<file path="src/hdl/qtok_pkg.sv">
`timescale 1ns / 1ps
// ----------------------------------------------------------------------------
// qtok_pkg
// Shared types, character constants and helpers of the field tokenizer.
// ----------------------------------------------------------------------------
package qtok_pkg;

	localparam int MAX_FIELD_DEF = 64;
	localparam logic [6:0] FIELD_LIMIT_RST = 7'd64;

	localparam logic [7:0] CH_DQUOTE = 8'h22;
	localparam logic [7:0] CH_SQUOTE = 8'h27;
	localparam logic [7:0] CH_SPACE  = 8'h20;
	localparam logic [7:0] CH_TAB    = 8'h09;
	localparam logic [7:0] CH_CR     = 8'h0D;

	typedef enum logic [1:0] {
		ST_OK   = 2'd0,
		ST_FAIL = 2'd1,
		ST_NONE = 2'd2
	} status_t;

	typedef enum logic [1:0] {
		PH_SKIP   = 2'd0,
		PH_QSKIP  = 2'd1,
		PH_QFIELD = 2'd2,
		PH_UFIELD = 2'd3
	} phase_t;

	// results owed for one input beat, apart from the pending flush
	typedef struct packed {
		logic [7:0] ch;
		logic       emit_char;
		logic       end_f;
		status_t    end_st;
		logic       none;
	} plan_t;

	// space, TAB, LF, VT, FF, CR
	function automatic logic is_ws(input logic [7:0] c);
		return (c == CH_SPACE) || ((c >= CH_TAB) && (c <= CH_CR));
	endfunction

endpackage

</file>
<file path="src/hdl/qtok_ram.sv">
`timescale 1ns / 1ps
// ----------------------------------------------------------------------------
// qtok_ram
// Generic single-write, single-read RAM with registered read data.
// ----------------------------------------------------------------------------
module qtok_ram #(
	parameter int WIDTH = 8,
	parameter int DEPTH = 63,
	localparam int AW = (DEPTH > 1) ? $clog2(DEPTH) : 1
) (
	input  logic             clk,
	input  logic             we,
	input  logic [AW-1:0]    waddr,
	input  logic [WIDTH-1:0] wdata,
	input  logic             re,
	input  logic [AW-1:0]    raddr,
	output logic [WIDTH-1:0] rdata
);

	logic [WIDTH-1:0] mem [DEPTH];
	logic [WIDTH-1:0] rdata_q;

	always_ff @(posedge clk) begin
		if (we) begin
			mem[waddr] <= wdata;
		end
		if (re) begin
			rdata_q <= mem[raddr];
		end
	end

	assign rdata = rdata_q;

endmodule

</file>
<file path="src/hdl/qtok_step.sv">
`timescale 1ns / 1ps
// ----------------------------------------------------------------------------
// qtok_step
// Per-beat decision: next field state, pending-store write and result plan.
// ----------------------------------------------------------------------------
module qtok_step import qtok_pkg::*; #(
	parameter int CW = 6,
	parameter int AW = 6
) (
	input  phase_t        phase,
	input  logic [7:0]    quote,
	input  logic [CW-1:0] fc,
	input  logic [CW-1:0] pc,
	input  logic          ovf,
	input  logic [CW:0]   kmax,
	input  logic [7:0]    char_in,
	input  logic          line_last,
	output phase_t        phase_d,
	output logic [7:0]    quote_d,
	output logic [CW-1:0] fc_d,
	output logic [CW-1:0] pc_d,
	output logic          ovf_d,
	output logic          wr_en,
	output logic [AW-1:0] wr_addr,
	output logic [CW-1:0] flush_n,
	output plan_t         plan
);

	logic ws;
	logic keep;

	assign ws = is_ws(char_in);

	always_comb begin
		phase_d = phase;
		quote_d = quote;
		fc_d    = fc;
		pc_d    = pc;
		ovf_d   = ovf;
		wr_en   = 1'b0;
		wr_addr = '0;
		flush_n = '0;
		plan    = '0;
		plan.ch = char_in;
		keep    = 1'b0;

		case (phase)
			PH_QSKIP: begin
				if (!ws) begin
					if (char_in == quote) begin
						plan.end_f  = 1'b1;
						plan.end_st = ST_OK;
						phase_d     = PH_SKIP;
						pc_d        = '0;
					end else begin
						phase_d = PH_QFIELD;
						keep    = 1'b1;
					end
				end
			end
			PH_QFIELD: begin
				if (char_in == quote) begin
					plan.end_f  = 1'b1;
					plan.end_st = ovf ? ST_FAIL : ST_OK;
					phase_d     = PH_SKIP;
					pc_d        = '0;
				end else begin
					keep = 1'b1;
				end
			end
			PH_UFIELD: begin
				if ((char_in == CH_SPACE) || (char_in == CH_TAB)) begin
					plan.end_f  = 1'b1;
					plan.end_st = ovf ? ST_FAIL : ST_OK;
					phase_d     = PH_SKIP;
					pc_d        = '0;
				end else begin
					keep = 1'b1;
				end
			end
			default: begin
				phase_d = PH_SKIP;
				if (!ws) begin
					fc_d  = '0;
					pc_d  = '0;
					ovf_d = 1'b0;
					if ((char_in == CH_DQUOTE) || (char_in == CH_SQUOTE)) begin
						quote_d = char_in;
						phase_d = PH_QSKIP;
					end else begin
						phase_d = PH_UFIELD;
						keep    = 1'b1;
					end
				end
			end
		endcase

		// keep a character: drop on overflow, park whitespace, else flush
		if (keep) begin
			if (({1'b0, fc_d} + {1'b0, pc_d}) >= kmax) begin
				ovf_d = 1'b1;
			end else if (ws) begin
				wr_en   = 1'b1;
				wr_addr = pc_d[AW-1:0];
				pc_d    = pc_d + 1'b1;
			end else begin
				flush_n        = pc_d;
				fc_d           = fc_d + pc_d + 1'b1;
				pc_d           = '0;
				plan.emit_char = 1'b1;
			end
		end

		// line end closes an open field, then the none report
		if (line_last) begin
			if ((phase_d == PH_QSKIP) || (phase_d == PH_QFIELD)) begin
				plan.end_f  = 1'b1;
				plan.end_st = ST_FAIL;
			end else if (phase_d == PH_UFIELD) begin
				plan.end_f  = 1'b1;
				plan.end_st = ovf_d ? ST_FAIL : ST_OK;
			end
			plan.none = 1'b1;
			phase_d   = PH_SKIP;
			pc_d      = '0;
		end
	end

endmodule

</file>
<file path="src/hdl/qtok_emit.sv">
`timescale 1ns / 1ps
// ----------------------------------------------------------------------------
// qtok_emit
// Result sequencer: replays pending whitespace from RAM, then the kept
// character, field end and none report, through one output register.
// ----------------------------------------------------------------------------
module qtok_emit import qtok_pkg::*; #(
	parameter int CW = 6,
	parameter int AW = 6
) (
	input  logic          clk,
	input  logic          arst_n,
	input  logic          start,
	input  plan_t         plan,
	input  logic [CW-1:0] flush_n,
	output logic          busy,
	output logic          rd_en,
	output logic [AW-1:0] rd_addr,
	input  logic [7:0]    rd_data,
	output logic          out_valid,
	input  logic          out_stall,
	output logic [7:0]    char_out,
	output logic          char_valid,
	output logic          field_end,
	output status_t       status,
	output logic          line_done
);

	typedef enum logic [2:0] {
		E_IDLE,
		E_RD,
		E_WAIT,
		E_CHAR,
		E_END,
		E_NONE
	} emit_state_t;

	emit_state_t   state_q;
	plan_t         plan_q;
	logic [CW-1:0] cnt_q;
	logic [CW-1:0] idx_q;
	logic [CW-1:0] idx_nx;
	logic          can_load;
	logic          ld_out;

	function automatic emit_state_t tail(input logic end_f, input logic none);
		if (end_f) begin
			return E_END;
		end else if (none) begin
			return E_NONE;
		end
		return E_IDLE;
	endfunction

	assign can_load = !out_valid || !out_stall;
	// a result beat enters the output register this cycle
	assign ld_out   = can_load && ((state_q == E_WAIT) || (state_q == E_CHAR) ||
		(state_q == E_END) || (state_q == E_NONE));
	assign idx_nx   = idx_q + 1'b1;
	assign busy     = (state_q != E_IDLE);
	assign rd_en    = (state_q == E_RD);
	assign rd_addr  = idx_q[AW-1:0];

	always_ff @(posedge clk or negedge arst_n) begin
		if (!arst_n) begin
			state_q    <= E_IDLE;
			plan_q     <= '0;
			cnt_q      <= '0;
			idx_q      <= '0;
			out_valid  <= 1'b0;
			char_out   <= '0;
			char_valid <= 1'b0;
			field_end  <= 1'b0;
			status     <= ST_OK;
			line_done  <= 1'b0;
		end else begin
			if (ld_out) begin
				out_valid <= 1'b1;
			end else if (!out_stall) begin
				out_valid <= 1'b0;
			end
			case (state_q)
				E_IDLE: begin
					if (start) begin
						plan_q <= plan;
						cnt_q  <= flush_n;
						idx_q  <= '0;
						if (flush_n != '0) begin
							state_q <= E_RD;
						end else if (plan.emit_char) begin
							state_q <= E_CHAR;
						end else begin
							state_q <= tail(plan.end_f, plan.none);
						end
					end
				end
				E_RD: begin
					state_q <= E_WAIT;
				end
				E_WAIT: begin
					if (can_load) begin
						char_out   <= rd_data;
						char_valid <= 1'b1;
						field_end  <= 1'b0;
						status     <= ST_OK;
						line_done  <= 1'b0;
						idx_q      <= idx_nx;
						state_q    <= (idx_nx == cnt_q) ? E_CHAR : E_RD;
					end
				end
				E_CHAR: begin
					if (can_load) begin
						char_out   <= plan_q.ch;
						char_valid <= 1'b1;
						field_end  <= 1'b0;
						status     <= ST_OK;
						line_done  <= 1'b0;
						state_q    <= tail(plan_q.end_f, plan_q.none);
					end
				end
				E_END: begin
					if (can_load) begin
						char_out   <= '0;
						char_valid <= 1'b0;
						field_end  <= 1'b1;
						status     <= plan_q.end_st;
						line_done  <= 1'b0;
						state_q    <= plan_q.none ? E_NONE : E_IDLE;
					end
				end
				E_NONE: begin
					if (can_load) begin
						char_out   <= '0;
						char_valid <= 1'b0;
						field_end  <= 1'b1;
						status     <= ST_NONE;
						line_done  <= 1'b1;
						state_q    <= E_IDLE;
					end
				end
				default: begin
					state_q <= E_IDLE;
				end
			endcase
		end
	end

endmodule

</file>
<file path="src/hdl/quoted_text_field_tokenizer.sv">
`timescale 1ns / 1ps
// ----------------------------------------------------------------------------
// quoted_text_field_tokenizer
// Splits a text line, one byte per input beat, into whitespace-separated or
// quoted fields, with trailing-whitespace trim held in a pending RAM.
// ----------------------------------------------------------------------------
//
//  channel | dir | handshake          | payload
//  --------+-----+--------------------+-----------------------------------------
//  in      | in  | in_valid/in_stall  | char_in[7:0], line_last
//  out     | out | out_valid/out_stall| char_out[7:0], char_valid, field_end,
//          |     |                    | status[1:0], line_done
//  cfg     | in  | cfg_valid/cfg_ready| field_limit[6:0]
//
//  An input beat is taken when the sequencer is idle; its results then leave
//  one per cycle unless the output stalls, except that each pending whitespace
//  byte takes a RAM read, then an output load. Reset is asynchronous; the
//  pending RAM needs no clearing pass, as only entries below the pending count
//  are read. A held result in the output register does not block acceptance
//  of the next beat once sequencing ends.
//  cfg_ready is always high; writes are expected only while idle.
//
module quoted_text_field_tokenizer import qtok_pkg::*; #(
	parameter int MAX_FIELD = MAX_FIELD_DEF
) (
	input  logic       clk,
	input  logic       arst_n,
	input  logic       in_valid,
	output logic       in_stall,
	input  logic [7:0] char_in,
	input  logic       line_last,
	output logic       out_valid,
	input  logic       out_stall,
	output logic [7:0] char_out,
	output logic       char_valid,
	output logic       field_end,
	output logic [1:0] status,
	output logic       line_done,
	input  logic       cfg_valid,
	output logic       cfg_ready,
	input  logic [6:0] field_limit
);

	// counts reach at most MAX_FIELD-1; pending RAM has MAX_FIELD-1 entries
	localparam int CW    = $clog2(MAX_FIELD);
	localparam int DEPTH = MAX_FIELD - 1;
	localparam int AW    = (DEPTH > 1) ? $clog2(DEPTH) : 1;

	logic [6:0]    field_limit_q;
	phase_t        phase_q;
	logic [7:0]    quote_q;
	logic [CW-1:0] fc_q;
	logic [CW-1:0] pc_q;
	logic          ovf_q;
	logic [CW:0]   kmax;

	phase_t        phase_d;
	logic [7:0]    quote_d;
	logic [CW-1:0] fc_d;
	logic [CW-1:0] pc_d;
	logic          ovf_d;
	logic          wr_en;
	logic [AW-1:0] wr_addr;
	logic [CW-1:0] flush_n;
	plan_t         plan;

	logic          accept;
	logic          busy;
	logic          rd_en;
	logic [AW-1:0] rd_addr;
	logic [7:0]    rd_data;
	status_t       status_e;

	assign cfg_ready = 1'b1;
	assign in_stall  = busy;
	assign accept    = in_valid && !busy;
	assign status    = status_e;

	// most characters a field may keep: clamp limit to [2, MAX_FIELD], minus one
	always_comb begin
		if (field_limit_q < 7'd2) begin
			kmax = (CW+1)'(1);
		end else if (int'(field_limit_q) > MAX_FIELD) begin
			kmax = (CW+1)'(MAX_FIELD - 1);
		end else begin
			kmax = (CW+1)'(field_limit_q - 7'd1);
		end
	end

	always_ff @(posedge clk or negedge arst_n) begin
		if (!arst_n) begin
			field_limit_q <= FIELD_LIMIT_RST;
			phase_q       <= PH_SKIP;
			quote_q       <= '0;
			fc_q          <= '0;
			pc_q          <= '0;
			ovf_q         <= 1'b0;
		end else begin
			if (cfg_valid && cfg_ready) begin
				field_limit_q <= field_limit;
			end
			// all field state moves in the accept cycle; results follow
			if (accept) begin
				phase_q <= phase_d;
				quote_q <= quote_d;
				fc_q    <= fc_d;
				pc_q    <= pc_d;
				ovf_q   <= ovf_d;
			end
		end
	end

	qtok_step #(
		.CW(CW),
		.AW(AW)
	) u_step (
		.phase    (phase_q),
		.quote    (quote_q),
		.fc       (fc_q),
		.pc       (pc_q),
		.ovf      (ovf_q),
		.kmax     (kmax),
		.char_in  (char_in),
		.line_last(line_last),
		.phase_d  (phase_d),
		.quote_d  (quote_d),
		.fc_d     (fc_d),
		.pc_d     (pc_d),
		.ovf_d    (ovf_d),
		.wr_en    (wr_en),
		.wr_addr  (wr_addr),
		.flush_n  (flush_n),
		.plan     (plan)
	);

	// pending whitespace store; written only on an accepted beat
	qtok_ram #(
		.WIDTH(8),
		.DEPTH(DEPTH)
	) u_pend (
		.clk  (clk),
		.we   (wr_en && accept),
		.waddr(wr_addr),
		.wdata(char_in),
		.re   (rd_en),
		.raddr(rd_addr),
		.rdata(rd_data)
	);

	qtok_emit #(
		.CW(CW),
		.AW(AW)
	) u_emit (
		.clk       (clk),
		.arst_n    (arst_n),
		.start     (accept),
		.plan      (plan),
		.flush_n   (flush_n),
		.busy      (busy),
		.rd_en     (rd_en),
		.rd_addr   (rd_addr),
		.rd_data   (rd_data),
		.out_valid (out_valid),
		.out_stall (out_stall),
		.char_out  (char_out),
		.char_valid(char_valid),
		.field_end (field_end),
		.status    (status_e),
		.line_done (line_done)
	);

endmodule

</file>
<file path="config.mk">
export PLATFORM = sky130hd
export DESIGN_NAME = quoted_text_field_tokenizer
export DESIGN_NICKNAME = d
export VERILOG_FILES = /design/src/hdl/qtok_pkg.sv /design/src/hdl/qtok_ram.sv /design/src/hdl/qtok_step.sv /design/src/hdl/qtok_emit.sv /design/src/hdl/quoted_text_field_tokenizer.sv
export SDC_FILE = /design/constraint.sdc
export NUM_CORES = 1
export LEC_CHECK = 0
export ABC_AREA = 1
export BUFFER_PORTS_ARGS = -buffer_cell sky130_fd_sc_hd__buf_2
export CAP_MARGIN = 15
export CORE_MARGIN = 10
export CORE_UTILIZATION = 57
export CTS_CLUSTER_SIZE = 24
export DETAILED_ROUTE_END_ITERATION = 8
export MAX_ROUTING_LAYER = met4
export PLACE_DENSITY = 0.72
export SETUP_SLACK_MARGIN = 0.15
export SYNTH_ARGS = -nofsm -noshare
export SYNTH_HDL_FRONTEND = slang
export SYNTH_HIERARCHICAL = 1
export SYNTH_SLANG_ARGS = --single-unit
</file>
<file path="constraint.sdc">
create_clock -name clk -period 5.5 [get_ports clk]
set_clock_uncertainty 0.05 [all_clocks]
set_input_delay 0 -clock clk [delete_from_list [all_inputs] [get_ports clk]]
set_output_delay 0 -clock clk [all_outputs]
set_load 0.1 [all_outputs]
</file>
# --- Word level (Yosys, flattened, before mapping) ---
# Memory sizes are Yosys's and may differ from the RTL's. A register that Yosys moved wholly into a read port is not among the register bits.
# Index checks and enable logic that the tools add are counted.
classes:
  magnitude_cmp: 5
  n_eq_ne: 26
  reduce_logical: 35
  addsub: 6
  n_mux: 102
  n_bitwise: 2
ops:
  columns: ["op", "n"]
  rows:
  - ["6-bit 2-to-1 mux", 21]
  - ["3-bit 2-to-1 mux", 20]
  - ["1-bit 2-to-1 mux", 33]
  - ["8-bit by 6-bit equality test with 1-bit output (second input constant)", 3]
  - ["8-bit 2-to-1 mux", 3]
  - ["8-bit one-hot mux with 3 select lines", 1]
  - ["2-bit 2-to-1 mux", 11]
  - ["6-bit by 1-bit adder with 6-bit output (second input constant)", 3]
  - ["3-bit one-hot mux with 6 select lines", 1]
  - ["6-bit one-hot mux with 3 select lines", 1]
  - ["2-bit by 1-bit inequality test with 1-bit output (second input constant)", 8]
  - ["7-bit 2-to-1 mux", 2]
  - ["2-bit one-hot mux with 3 select lines", 2]
  - ["6-bit one-hot mux with 2 select lines", 1]
  - ["4-bit AND reduction", 3]
  - ["3-bit one-hot mux with 3 select lines", 1]
  - ["3-bit AND reduction", 3]
  - ["3-bit nonzero test", 3]
  - ["2-bit equality test (second input constant)", 4]
  - ["8-bit by 4-bit equality test with 1-bit output (second input constant)", 1]
  - ["8-bit equality test", 1]
  - ["8-bit by 4-bit greater-or-equal comparator with 1-bit output (second input constant)", 1]
  - ["8-bit by 4-bit less-or-equal comparator with 1-bit output (second input constant)", 1]
  - ["1-bit logical OR", 8]
  - ["25 further kinds", 40]
totals:
  register_bits: 71
  out_inout_bits: 16
  in_bits: 21
  wordCells: 196
  n_memories: 1
  ram_bits: 504
mem_list:
  columns: ["name", "depth", "width", "read_ports", "rd_ports_with_merged_regs", "wr", "line_no", "text"]
  rows:
  - ["u_pend.mem", 63, 8, 1, 1, 1, "qtok_ram.sv:20", "logic [WIDTH-1:0] mem [DEPTH];"]

# --- Longest topological paths before layout ---
depth:
  depth_word: 24
  mapped_depth: 34
  depth_no_buf: 32

# --- Hierarchy ---
# Netlist, hierarchy kept.
modules_own_cells:
  columns: ["module", "cells_each", "area_each_um2", "n_inst", "seq_area_each_um2"]
  rows:
  - ["qtok_ram", 1785, 20951.3, 1, 15374.7]
  - ["qtok_emit", 261, 2130.8, 1, 1026.0]
  - ["qtok_step", 323, 1675.4, 1, 0.0]
  - ["quoted_text_field_tokenizer", 167, 1345.0, 1, 752.0]

# --- Worst setup path before layout ---
# OpenSTA, ideal clock, no wires.
synth_timing:
  path_kind: "reg2reg"
  start: "register quote_q[1]"
  end: "memory u_pend.mem[32][0] (enable)"
  t_required_ns: 5.055
  slack_ns: 0.046
  path_buffers: 2
  synth_period_minus_slack_ns: 5.454
  setup_ns: 0.395
  arrival_time_ns: 5.009
  stages_incl_launch_ff: 31
  path_cell_list: "dfrtp_1 > inv_1 > nand2_1 > nand2_1 > nor2_1 > nand2_1 > nor2_1 > nor2_1 > nor2_1 > nand2_2 > buf_6 > nand2_1 > nor2_1 > ha_1 > inv_1 > fa_1 > o21ai_0 > xor2_1 > inv_1 > ha_1 > a21oi_1 > o21a_1 > o211ai_1 > inv_1 > nand2_2 > nor2_2 > inv_1 > nor2_1 > clkbuf_1 > nand4_1 > nor4_1"
synth_via:
  elab_chain_len: 11
  elab_cells_between_ends: 17
  classes_between: "add/sub: 1; order compare: 1; eq/ne: 1; mux: 13; reduce/logical: 1"
synth_lines:
  columns: ["item", "line_no", "text"]
  rows:
  - ["from (decl)", "quoted_text_field_tokenizer.sv:51", "logic [7:0] quote_q;"]
  - ["from (signal assigned)", "quoted_text_field_tokenizer.sv:105", "quote_q <= quote_d;"]
  - ["8-bit equality test *", "qtok_step.sv:50, qtok_step.sv:62", null]
  - ["6-bit 2-to-1 mux", "qtok_step.sv:50, qtok_step.sv:62", null]
  - ["6-bit 2-to-1 mux", "qtok_step.sv:49", "if (!ws) begin"]
  - ["6-bit one-hot mux with 3 select lines", "qtok_step.sv:47", "case (phase)"]
  - ["6-bit by 6-bit adder with 7-bit output", "qtok_step.sv:100", "if (({1'b0, fc_d} + {1'b0, pc_d}) >= kmax) begin"]
  - ["7-bit greater-or-equal comparator", "qtok_step.sv:100", null]
  - ["1-bit 2-to-1 mux", "qtok_step.sv:100", null]
  - ["1-bit 2-to-1 mux *", "qtok_step.sv:99", "if (keep) begin"]
  - ["net wr_en", "quoted_text_field_tokenizer.sv:62", "logic wr_en;"]
  - ["1-bit logical AND *", "quoted_text_field_tokenizer.sv:142", ".we (wr_en && accept),"]
  - ["1-bit 2-to-1 mux *", "qtok_ram.sv:24", "if (we) begin"]
  - ["1-bit 2-to-1 mux (not written as such) *", "qtok_ram.sv:25", "mem[waddr] <= wdata;"]
  - ["to (decl)", "qtok_ram.sv:20", null]
# Mark *: on every way through the listed nets, which the timed path passes. The rest lies on a longest branch.

# --- Final worst setup path ---
layout_timing:
  start: "register quote_q[4]"
  end: "memory u_pend.mem[37][1] (enable)"
# The elaborated chain is that of the path after synthesis.

==> results.json <==
{
  "drt_wl_total_um": 67800,
  "path_class": "flip-flop to flip-flop",
  "r2r_cells": 31,
  "clock_path_buffers": 3,
  "dieArea_um2": 54800,
  "synth.distinct_cells": 47,
  "final_area_um2": 29700,
  "crit_family": "simple AND/OR/NAND/NOR gates",
  "cts_buffers": 58,
  "antenna_found_initial": 1,
  "p_per_area_nw_per_um2": 485,
  "cpPeakStageDelay_ns": 0.40,
  "drt_iter0_drc": 2371,
  "track_usage_pct": 25.5,
  "ctsHtreeMaxLevel": 2,
  "tightest_slew_ns": 1.22,
  "worstHoldPathType": "input port to flip-flop",
  "path_depth": 31,
  "clock-sinks": 583,
  "vdd_ir_drop_max_mv": 0.457,
  "fin_crit_sh_pct": 94.4,
  "clk_latency_ns": 0.62,
  "hold_start": "char_in[1]",
  "slowest_stage": "dfrtp_1",
  "viasPerCell": 5.79,
  "ys.flop_type": "edfxtp_1",
  "synth_async_sr_flop_share_pct": 12.2,
  "synth_xor_area_share_pct": 0.403,
  "cp_max_fo": 10,
  "die_x_um": 234,
  "area_delta_synth_final_pct": 13.9,
  "placed_area_um2": 27000,
  "final_max_slew_viol_count": 0,
  "synth_top_family_by_area": "simple AND/OR/NAND/NOR gates",
  "start_kind": "flip-flop",
  "ys_ff_latch": 583,
  "synth_adder_area_share_pct": 1.11,
  "pre_cts_ws_ns": -0.227,
  "timing.final.hold_violations": 0,
  "rsz0062_at_grt": "no",
  "synth_largest_area_cell": "edfxtp_1",
  "rows": 78,
  "cts_root_buf": "clkbuf_16",
  "cap_violations": 0,
  "ant_nets": 0,
  "min_period_ns": 5.19,
  "fin_util_pct": 65.6,
  "gp_congestion": 0.968,
  "cts_tree": "done",
  "synth_nets": 2579,
  "grt_pass1_vias": 18400,
  "whs_ns": 0.105,
  "first_pass_iters": 6,
  "relSlewSlack_pct": 18.6,
  "mostFrequentLayoutCell": "nand2_1",
  "vias": 19100,
  "syn_avg_cell_area_um2": 10.3,
  "fin_nets": 2684,
  "crit_arrival_ns": 5.47,
  "critPathRequiredTime_ns": 5.78,
  "io_pins": 37,
  "hpwlAfterDp_um": 40700,
  "yosysSeqAreaShare_pct": 65.7,
  "drc_errors": 0,
  "setup_slack_ns": 0.308,
  "synth.mux.area_fraction_pct": 0,
  "synth.cell_area_um2": 26100,
  "end_kind": "flip-flop",
  "grt_start_max_net_pins": 217,
  "outcome": "finished, final reports clean",
  "critPathBufInv": 10,
  "gr-total-overflow": 0,
  "avgRoutedWirePerCell_um": 20.6,
  "synth_top_area_share_pct": 58.9,
  "die_h_um": 234,
  "synthSimpleGateAreaFrac_pct": 25.3,
  "leakage_nw": 11.7,
  "r2r-start": "quote_q[4]",
  "max_freq_mhz": 193,
  "final_cell_mix": "nand2_1 (889), edfxtp_1 (512), nand3_1 (455)",
  "stdcell_count": 3292,
  "setup_viol": 0,
  "synth_edf_count": 512,
  "initial_core_util_pct": 57.6,
  "core_um2": 45300,
  "synth_compound_area_share_pct": 2.43,
  "ys_warn_count": 6,
  "dp.cells": 3142,
  "hold_depth": 8,
  "cp-startpoint": "quote_q[4]",
  "grt_pass1_wl_um": 105000,
  "yosys-top-cells-area": "edfxtp_1 (59%), nand2_1 (13%), nand3_1 (8.9%)",
  "syn_inst": 2536,
  "port_buffers": 35,
  "cts.clk_slew.worst_paths_ns": 0.06,
  "drive_gt1_share_pct": 13.2
}
==> layout make-up <==
type,instances,area [µm²]
antenna,1,2.50
clock buffer,73,1520
clock inverter,37,513
fill,3495,15600
inverter,132,512
multi-input combinational,1688,7880
sequential,583,17200
tap,600,751
timing repair buffer,178,1380
==> registers in the layout (all words and copies together) (netlist names) <==
signal	flops
ovf_q	1
phase_q	2
u_emit/cnt_q	6
u_emit/plan_q	12
field_limit_q	7
u_emit/char_out	8
fc_q	6
u_emit/line_done	1
u_pend/rdata	8
u_emit/status	2
u_emit/field_end	1
u_emit/out_valid	1
u_emit/char_valid	1
u_emit/rd_addr	6
u_pend/mem	504
pc_q	6
quote_q	8
u_emit/state_q	3
==> per-layer routing <==
layer  track usage [%]  up-vias  wire [µm]
met3              4.01      140       5460
li1                  -     8828          -
met1              33.4     9265      27400
met5                 -        -          0
met2              40.3      818      33000
met4              8.18        0       1860
==> report_power, final <==
| part | internal (mW) | switching, mW | total [mW] |
|---|---|---|---|
| clock | 2.52 | 1.68 | 4.20 |
| combinational | 1.30 | 3.56 | 4.87 |
| sequential | 5.06 | 0.288 | 5.34 |
| total | 8.88 | 5.53 | 14.4 |
==> stage by stage <==
step           power, mW  setup TNS, ns
2_1_floorplan       8.88              0
3_3_place_gp        10.1              0
3_5_place_dp        10.2         -46.08
4_1_cts             14.4              0
5_1_grt             15.1              0
6_report            14.4              0
==> cells by family after synthesis <==
family | count (synthesis)
AND/OR/NAND/NOR | 1550
flip-flops | 583
buffers and inverters | 265
AO/OA/AOI/OAI | 102
adder cells (fa/ha/maj) | 22
XOR/XNOR | 12
other | 2
==> worst paths after layout <==
check                                          end  slack (ns)
worst min register to register    u_emit/plan_q[9]        0.42
worst max-delay path             u_pend/mem[37][1]        0.31
max in group asynchronous        u_emit/rd_addr[1]        4.54
worst max register to register   u_pend/mem[37][1]        0.31
worst min-delay path                    quote_q[4]        0.10
min in group asynchronous       u_emit/char_out[0]        0.11
==> worst min-delay path, delay by kind of cell <==
| family | cells | cell delay, ns |
|---|---|---|
| buffers and inverters | 2 | 0.28 |
| and+or+nand+nor | 6 | 0.45 |
==> Yosys cell counts, types with 2 or more instances <==
library cell	number
a21oi_1	31
a21oi_2	5
a22oi_1	6
a22oi_2	2
a31oi_1	2
buf_1	16
buf_2	49
buf_4	29
buf_6	20
clkbuf_1	19
conb_1	2
dfrtp_1	70
edfxtp_1	512
fa_1	2
ha_1	20
inv_1	108
inv_2	22
inv_4	2
nand2_1	894
nand2_2	8
nand2_4	2
nand3_1	463
nand3b_1	3
nand4_1	14
nor2_1	133
nor2_2	10
nor2_4	5
nor3_1	9
nor4_1	7
o211ai_1	2
o21a_1	2
o21ai_0	28
o21ai_1	12
o22ai_1	3
o31ai_1	2
xnor2_1	5
xor2_1	7
==> what timing repair did <==
action	CTS	global route
endpoints found under the setup margin	504	504
resized for setup	19	49
cloned	0	0
hold endpoints to repair	156	0
setup buffers	5	6
hold buffers	28	0
pin swaps	6	10
Power figures use the tool's default switching activity.
